### config.mk
export PLATFORM = sky130hd
export DESIGN_NAME = asca_sgr_decode
export DESIGN_NICKNAME = d
export VERILOG_FILES = /design/src/design/asca_pkg.sv /design/src/design/asca_sgr_decode.sv
export SDC_FILE = /design/constraint.sdc
export NUM_CORES = 1
export LEC_CHECK = 0
export ABC_AREA = 1
export ABC_CLOCK_PERIOD_IN_PS = 1100
export BUFFER_PORTS_ARGS = -buffer_cell sky130_fd_sc_hd__buf_4
export CAP_MARGIN = 10
export CORE_AREA = 2 2 39 41
export DETAILED_ROUTE_END_ITERATION = 8
export DIE_AREA = 0 0 41 43
export PLACE_DENSITY_LB_ADDON = 0.1
export SETUP_SLACK_MARGIN = 0.15
export SYNTH_ARGS = -nofsm -noshare
export SYNTH_HDL_FRONTEND = slang
export SYNTH_SLANG_ARGS = --single-unit
### constraint.sdc
create_clock -name vclk -period 1.1
set_input_delay 0.165 -clock vclk [all_inputs]
set_output_delay 0.165 -clock vclk [all_outputs]
set_load 0.1 [all_outputs]
### src/design/asca_pkg.sv
// Package for the SGR-to-console-attribute block.
// Holds character codes, mode and prefix codes, the state record and the colour remap.
// No dependencies.
package asca_pkg;

  localparam logic [7:0] CH_M     = 8'h6D;
  localparam logic [7:0] CH_ZERO  = 8'h30;
  localparam logic [7:0] CH_ONE   = 8'h31;
  localparam logic [7:0] CH_THREE = 8'h33;
  localparam logic [7:0] CH_FOUR  = 8'h34;
  localparam logic [7:0] CH_SEVEN = 8'h37;
  localparam logic [7:0] CH_NINE  = 8'h39;
  localparam logic [7:0] CH_SEMI  = 8'h3B;

  localparam logic [2:0] COLOR_WHITE = 3'd7;
  localparam logic [2:0] COLOR_BLACK = 3'd0;

  localparam logic [1:0] MODE_NORMAL  = 2'd0;
  localparam logic [1:0] MODE_BOLD    = 2'd1;
  localparam logic [1:0] MODE_INVERSE = 2'd2;

  localparam logic [1:0] PEND_NONE = 2'd0;
  localparam logic [1:0] PEND_FORE = 2'd1;
  localparam logic [1:0] PEND_BACK = 2'd2;

  localparam logic [2:0] COLOR_REMAP [8] = '{3'd0, 3'd4, 3'd2, 3'd6, 3'd1, 3'd5, 3'd3, 3'd7};

  typedef struct packed {
    logic [7:0] char_in;
    logic       seq_start;
  } req_t;

  typedef struct packed {
    logic [6:0] text_attribute;
  } rsp_t;

  typedef struct packed {
    logic [2:0] fore_color;
    logic [2:0] back_color;
    logic [1:0] style_mode;
    logic [1:0] pending_prefix;
  } attr_state_t;

endpackage

### src/design/asca_sgr_decode.sv
// Combinational SGR byte interpreter: current state and one byte in, next state
// and an optional attribute out. Depends on asca_pkg.
module asca_sgr_decode (
  input  asca_pkg::attr_state_t state,
  input  logic [7:0]            char_in,
  input  logic                  seq_start,
  output asca_pkg::attr_state_t state_next,
  output logic                  emit,
  output logic [6:0]            text_attribute
);

  logic       digit;
  logic [1:0] pend;
  logic [1:0] mode_base;
  logic [7:0] d;
  logic [2:0] f;
  logic [2:0] b;

  assign digit = (char_in >= asca_pkg::CH_ZERO) && (char_in <= asca_pkg::CH_NINE);
  assign pend  = seq_start ? asca_pkg::PEND_NONE : state.pending_prefix;
  assign d     = char_in - asca_pkg::CH_ZERO;
  // a lone prefix clears the mode before the byte is taken on its own
  assign mode_base = (pend != asca_pkg::PEND_NONE) ? asca_pkg::MODE_NORMAL : state.style_mode;

  assign f = state.fore_color;
  assign b = state.back_color;

  always_comb begin
    state_next                = state;
    state_next.pending_prefix = asca_pkg::PEND_NONE;
    state_next.style_mode     = mode_base;
    emit                      = 1'b0;
    text_attribute            = {b, 1'b0, f};
    if (pend != asca_pkg::PEND_NONE && digit) begin
      state_next.style_mode = state.style_mode;
      if (pend == asca_pkg::PEND_FORE) begin
        state_next.fore_color = (d > 8'd7) ? asca_pkg::COLOR_WHITE : asca_pkg::COLOR_REMAP[d[2:0]];
      end else begin
        state_next.back_color = (d > 8'd7) ? asca_pkg::COLOR_BLACK : asca_pkg::COLOR_REMAP[d[2:0]];
      end
    end else begin
      case (char_in)
        asca_pkg::CH_M: begin
          emit = 1'b1;
          if (mode_base == asca_pkg::MODE_INVERSE) begin
            text_attribute = {f, 1'b0, b};
          end else begin
            text_attribute = {b, mode_base == asca_pkg::MODE_BOLD, f};
          end
        end
        asca_pkg::CH_THREE: state_next.pending_prefix = asca_pkg::PEND_FORE;
        asca_pkg::CH_FOUR:  state_next.pending_prefix = asca_pkg::PEND_BACK;
        asca_pkg::CH_SEMI:  ;
        asca_pkg::CH_ZERO: begin
          state_next.style_mode = asca_pkg::MODE_NORMAL;
          if (seq_start) begin
            state_next.fore_color = asca_pkg::COLOR_WHITE;
            state_next.back_color = asca_pkg::COLOR_BLACK;
          end
        end
        asca_pkg::CH_ONE:   state_next.style_mode = asca_pkg::MODE_BOLD;
        asca_pkg::CH_SEVEN: state_next.style_mode = asca_pkg::MODE_INVERSE;
        default:            state_next.style_mode = asca_pkg::MODE_NORMAL;
      endcase
    end
  end

endmodule
==> results of run 1 <==
==> metrics by stage <==
step	instances	hold WS [ns]
global placement	196	0.779
floorplan	117	0.447
==> cell families after synthesis <==
family                 after synthesis
and+or+nand+nor                     72
buffers and inverters               23
AOI/OAI and AO/OA                   22
==> results.yml, run 1 <==
status:
  status: "did not finish"
  haltStage: "3_5_place_dp"
  error: "[ERROR DPL-0033] detailed placement checks failed during check placement."
synth:
  synth_fa_ha_area_frac: 0
  synth_compound_area_frac: 0.214
  synthTopCellsByArea: "nand2_1, nor2_1, inv_1"
  synthCells: 117
  yosys_warnings: 0
  muxShareOfSynthArea: 0
  ys_top_cells_by_count: "nand2_1, nor2_1, inv_1, o21ai_0, nand3_1"
  ys_seq_area_frac: 0
  synth_top_area_cell: "nand2_1"
  synth_top_family_by_area: "simple AND/OR/NAND/NOR gates"
  syn_avg_cell_area_um2: 4.80
  syn-cell-area_um2: 562
  synth-xor-area-share: 0
  synth_most_common_cell: "nand2_1"
  synthSimpleGateAreaFrac: 0.606
  ys_types: 17
  syn_nets: 136
  synth_top_area_share: 0.194
placement:
  dp.final_hpwl_um: 2850
  port_buffers: 37
  gp_congestion: 0.821
floorplanning:
  io_pins: 37
  die_height_um: 43
  start_util: 0.406
  num_rows: 14
  die_w_um: 41
==> run 2, diff against run 1 <==
--- a/config.mk
+++ b/config.mk
@@ -9,11 +9,10 @@
 export ABC_CLOCK_PERIOD_IN_PS = 1100
 export BUFFER_PORTS_ARGS = -buffer_cell sky130_fd_sc_hd__buf_4
 export CAP_MARGIN = 10
-export CORE_AREA = 2 2 39 41
+export CORE_AREA = 2 2 63 65
 export DETAILED_ROUTE_END_ITERATION = 8
-export DIE_AREA = 0 0 41 43
-export PLACE_DENSITY_LB_ADDON = 0.1
-export SETUP_SLACK_MARGIN = 0.15
+export DIE_AREA = 0 0 65 67
+export PLACE_DENSITY_LB_ADDON = 0.15
 export SYNTH_ARGS = -nofsm -noshare
 export SYNTH_HDL_FRONTEND = slang
 export SYNTH_SLANG_ARGS = --single-unit
==> run 2 against run 1 <==
  * The flow now finishes, with violations (negative setup slack)
  * Synthesized area unchanged
  * Synthesized cell count stayed put
==> results.yml, run 2 <==
placement:
  dp.final_hpwl_um: 1930
  port_buffers: 37
  gp_congestion: 0.699
  post-place-cells: 227
drt:
  viasPerCell: 4.36
  post-route-drc-count: 0
  wirelength_um: 2820
  route.met3.wl_um: 112
  postRouteAntennaNets: 0
  top_layer_used: "met4"
  wl_met2_um: 1650
  drt_iter0_drc: 9
  vias: 1034
  drtPass1Iterations: 4
  detail_route.wl_per_cell_um: 11.9
  wl_met1_um: 1040
status:
  status: "complete, but fails checks"
  violations: "negative setup slack"
power:
  power_density_nw_per_um2: 405
  p_total_uw: 790
  max-vdd-ir-drop_uv: 131
  p_leak_uw: 0.000856
layout:
  syn_to_final_growth_pct: 247
  fin_nets: 210
  fin_cells: 237
  multiInputGateArea_um2: 933
  fill_cells: 330
  n_antenna_cell: 0
  clkbuf_count: 0
  mostFrequentLayoutCell: "buf_4"
  final_cell_mix: "buf_4, buf_12, nor2_4"
  final_util: 0.541
  drive_gt1_frac: 0.831
  seq_area_um2: 0
  seq_cells: 0
worst_setup_path:
  arrival_ns: 1.32
  endpoint_kind: "output pin"
  cp-start-kind: "input port"
  cp_max_fo: 6
  crit_type: "input port to output pin"
  cp.required_ns: 0.94
sta:
  fin_crit_sh: 1.35
  hold_violations: 0
  timing.hold.ws_ns: 0.725
  worst_slew_margin_rel: 0.747
  rsz0062_at_grt: "true"
  max_freq_mhz: 672
  min_period_ns: 1.49
  setup_viol: 18
  drv_slew: 0
  worstMarginPinSlew_ns: 0.376
  layout_setup_ws_ns: -0.388
synth:
  yosys_warnings: 0
  synth_top_area_cell: "nand2_1"
  ys_seq_area_frac: 0
  synth_most_common_cell: "nand2_1"
  syn-cell-area_um2: 562
  syn_nets: 136
  synthTopCellsByArea: "nand2_1, nor2_1, inv_1"
  ys_top_cells_by_count: "nand2_1, nor2_1, inv_1, o21ai_0, nand3_1"
  synthCells: 117
  synth_top_area_share: 0.194
  ys_types: 17
  syn_avg_cell_area_um2: 4.80
global_routing:
  grt-ovfl-total: 0
  antenna_found_initial: 0
  grt_pass1_wl_um: 4410
  grt_pass1_vias: 1053
  grt_usage: 0.123
  grt_max_degree: 8
job:
  max-cap-violations: 0
min_path:
  min_delay_worst_endpoint: "state_next[2]"
  hp-class: "input port to output pin"
  worst_hold_path.num_cells: 4
  hp-start: "state[2]"
floorplanning:
  die_height_um: 67
  dieArea_um2: 4360
  io_pins: 37
  start_util: 0.156
  coreArea_um2: 3610
  num_rows: 22
  die_w_um: 65
==> run 2: layer usage <==
metal / vias to the layer above / GRT usage
met5: - / 0
met4: 0 / 0
met3: 2 / 0.0118
met2: 27 / 0.256
met1: 491 / 0.141
li1: 514 / -
==> run 2: kinds of logic after synthesis <==
logic type	count (synthesis)	synth area share
simple gates	72	0.606
buf+inv	23	0.180
compound gates	22	0.214
==> run 2: report_power, final <==
| part | switching [µW] | internal, µW |
|---|---|---|
| combinational | 467 | 323 |
| sequential | 0 | 0 |
| clock | 0 | 0 |
| total | 467 | 323 |
==> run 2: worst max-delay path, cell delays in order <==
cell and delay, ns:
buf_8 0.10, nor2_4 0.13, nand2_4 0.09, inv_4 0.08, nand3_4 0.06, nand2_4 0.12, nand2_8 0.09, buf_4 0.15
o21ai_4 0.14, buf_12 0.19
==> run 2: layout make-up <==
cell class / instances / share of cell area
inverters: 21 / 0.0546
multi-input cells: 95 / 0.479
well taps: 48 / 0.0308
repair buffers: 73 / 0.436
==> run 2: per-stage QoR <==
stage	setup TNS, ns	setup slack [ns]	cell area (µm²)
6_report	-5.93	-0.388	1950
5_1_grt	-7.03	-0.458	1950
4_1_cts	-6.62	-0.427	1770
3_5_place_dp	-8.64	-0.569	1390
3_3_place_gp	-8.61	-0.552	1390
2_1_floorplan	-10.26	-1.05	877
==> run 2: worst max path at each step <==
| stage | start | endpoint | slack [ns] | cells after the start |
|---|---|---|---|---|
| CTS | char_in[0] | text_attribute[5] | -0.43 | 11 |
| global placement | seq_start | text_attribute[6] | -0.55 | 11 |
| detailed placement | char_in[7] | state_next[3] | -0.57 | 11 |
| global route | char_in[7] | state_next[4] | -0.46 | 10 |
| floorplan | char_in[1] | text_attribute[3] | -1.05 | 5 |
| finish | char_in[7] | state_next[6] | -0.39 | 10 |
==> run 2: timing repair <==
action | CTS | global route
pin swaps | 12 | 28
buffers inserted | 7 | 5
setup endpoints to repair | 18 | 18
cloned | 2 | 0
gates resized for setup | 71 | 60
hold buffers | 0 | 0
endpoints found under the hold margin | 0 | 0
No activity file was read; power rests on OpenSTA's default activity.
==> run 3, diff against run 2 <==
--- a/config.mk
+++ b/config.mk
@@ -5,7 +5,7 @@
 export SDC_FILE = /design/constraint.sdc
 export NUM_CORES = 1
 export LEC_CHECK = 0
-export ABC_AREA = 1
+export ABC_AREA = 0
 export ABC_CLOCK_PERIOD_IN_PS = 1100
 export BUFFER_PORTS_ARGS = -buffer_cell sky130_fd_sc_hd__buf_4
 export CAP_MARGIN = 10
==> run 3 against run 2 <==
  * The run still ends with negative setup slack left
  * Synthesized cell count down 51%
  * Cell area down 24%
  * Setup slack worse by 0.20 ns
  * Count of clock-buffer cells in the layout unchanged
  * Die area unchanged
  * Maximum frequency down 12%
  * Power down 22%
  * Global-route usage down 1.8 points
  * Sequential cell count unchanged
  * Via count down 32%
  * Wire length down 24%
  * Combinational power down 22%
==> results.yml, run 3 <==
synth:
  ys_types: 32
  ys_top_cells_by_count: "mux2_1, a22o_1, nand2_1, nor2_1"
  synthCells: 57
  yosys_warnings: 0
  syn_avg_cell_area_um2: 7.79
  ys_seq_area_frac: 0
  syn-cell-area_um2: 444
  synth_top_area_cell: "mux2_1"
  synthTopCellsByArea: "mux2_1, a22o_1, o32ai_4"
  syn_nets: 76
  synth_most_common_cell: "mux2_1"
  synth_top_area_share: 0.152
layout:
  final_util: 0.410
  mostFrequentLayoutCell: "buf_6"
  seq_cells: 0
  final_cell_mix: "buf_6, buf_4, buf_12"
  seq_area_um2: 0
  clkbuf_count: 0
  drive_gt1_frac: 0.871
  n_antenna_cell: 0
  syn_to_final_growth_pct: 233
  fin_nets: 137
placement:
  port_buffers: 37
  dp_slack_ns: -0.699
  dp.final_hpwl_um: 1600
  gp_congestion: 0.699
floorplanning:
  die_w_um: 65
  num_rows: 22
  die_height_um: 67
  coreArea_um2: 3610
  start_util: 0.123
  dieArea_um2: 4360
  io_pins: 37
global_routing:
  grt_pass1_vias: 790
  antenna_found_initial: 0
  grt-ovfl-total: 0
  grt_max_degree: 10
  grt_usage: 0.106
  grt_pass1_wl_um: 3730
drt:
  detail_route.wl_per_cell_um: 13.1
  drt_iter0_drc: 14
  viasPerCell: 4.29
  drtPass1Iterations: 4
  postRouteAntennaNets: 0
  vias: 704
  post-route-drc-count: 0
  wirelength_um: 2140
worst_setup_path:
  cp.required_ns: 0.94
  arrival_ns: 1.53
  endpoint_kind: "output pin"
  cp-start-kind: "input port"
  crit_type: "input port to output pin"
  cp_max_fo: 3
power:
  p_leak_uw: 0.000669
  power_density_nw_per_um2: 417
  p_total_uw: 617
  max-vdd-ir-drop_uv: 84.7
sta:
  rsz0062_at_grt: "true"
  drv_slew: 0
  fin_crit_sh: 1.54
  worst_slew_margin_rel: 0.777
  min_period_ns: 1.69
  hold_violations: 0
  layout_setup_ws_ns: -0.590
  max_freq_mhz: 592
  setup_viol: 18
  worstMarginPinSlew_ns: 0.334
status:
  status: "complete, but fails checks"
  violations: "negative setup slack"
job:
  max-cap-violations: 0
min_path:
  worst_hold_path.num_cells: 3
  hp-class: "input port to output pin"
  hp-start: "state[4]"
  min_delay_worst_endpoint: "text_attribute[4]"
run 3: how the worst max path moves through the flow:
stage                    start       endpoint  depth (start not counted)
floorplan           char_in[6]  state_next[1]                          4
global placement    char_in[2]  state_next[9]                          6
detailed placement  char_in[2]  state_next[8]                          6
CTS                 char_in[0]  state_next[8]                          6
global route        char_in[0]  state_next[9]                          6
finish              char_in[0]  state_next[9]                          6
run 3: kinds of logic after synthesis:
kind of cell / after synthesis / synth area share
AND/OR/NAND/NOR: 27 / 0.425
AO/OA/AOI/OAI: 16 / 0.318
multiplexers: 7 / 0.175
buffers and inverters: 7 / 0.0817
run 3: power breakdown:
part / internal (µW) / switching (µW) / total, µW
logic: 278 / 339 / 617
clock network: 0 / 0 / 0
registers: 0 / 0 / 0
total: 278 / 339 / 617
run 3: what timing repair did:
| action | 4_1_cts | 5_1_grt |
|---|---|---|
| setup buffers | 6 | 2 |
| hold buffers | 0 | 0 |
| pin swaps | 13 | 12 |
| gates resized for setup | 82 | 14 |
| endpoints found under the setup margin | 18 | 18 |
run 3: worst max-delay path, cell delays in order:
cell     delay, ns
buf_8         0.10
or4b_4        0.53
nor2b_4       0.15
o32ai_4       0.16
o32a_4        0.24
buf_12        0.16
run 3: final cells by class:
class                           instances  area (µm²)
Timing Repair Buffer                   63         758
Tap cell                               48        60.1
Multi-Input combinational cell         50         648
Inverter                                3        13.8
Fill cell                             362        2130
run 3: layer usage:
metal	GRT usage	up-vias	part of all wire
met5	0	-	0
met4	0	0	0
met3	0.0101	0	0.056
met2	0.224	27	0.56
met1	0.117	335	0.38
li1	-	342	-
run 3: through the flow:
| stage | instances | TNS (ns) | area, µm² | hold WS, ns |
|---|---|---|---|---|
| 2_1_floorplan | 57 | -7.83 | 593 | 0.563 |
| 3_3_place_gp | 159 | -10.00 | 1040 | 0.814 |
| 4_1_cts | 165 | -8.73 | 1440 | 0.734 |
| 5_1_grt | 164 | -9.37 | 1480 | 0.749 |
| 6_report | 164 | -8.58 | 1480 | 0.735 |
| 3_5_place_dp | 159 | -10.09 | 1040 | 0.809 |
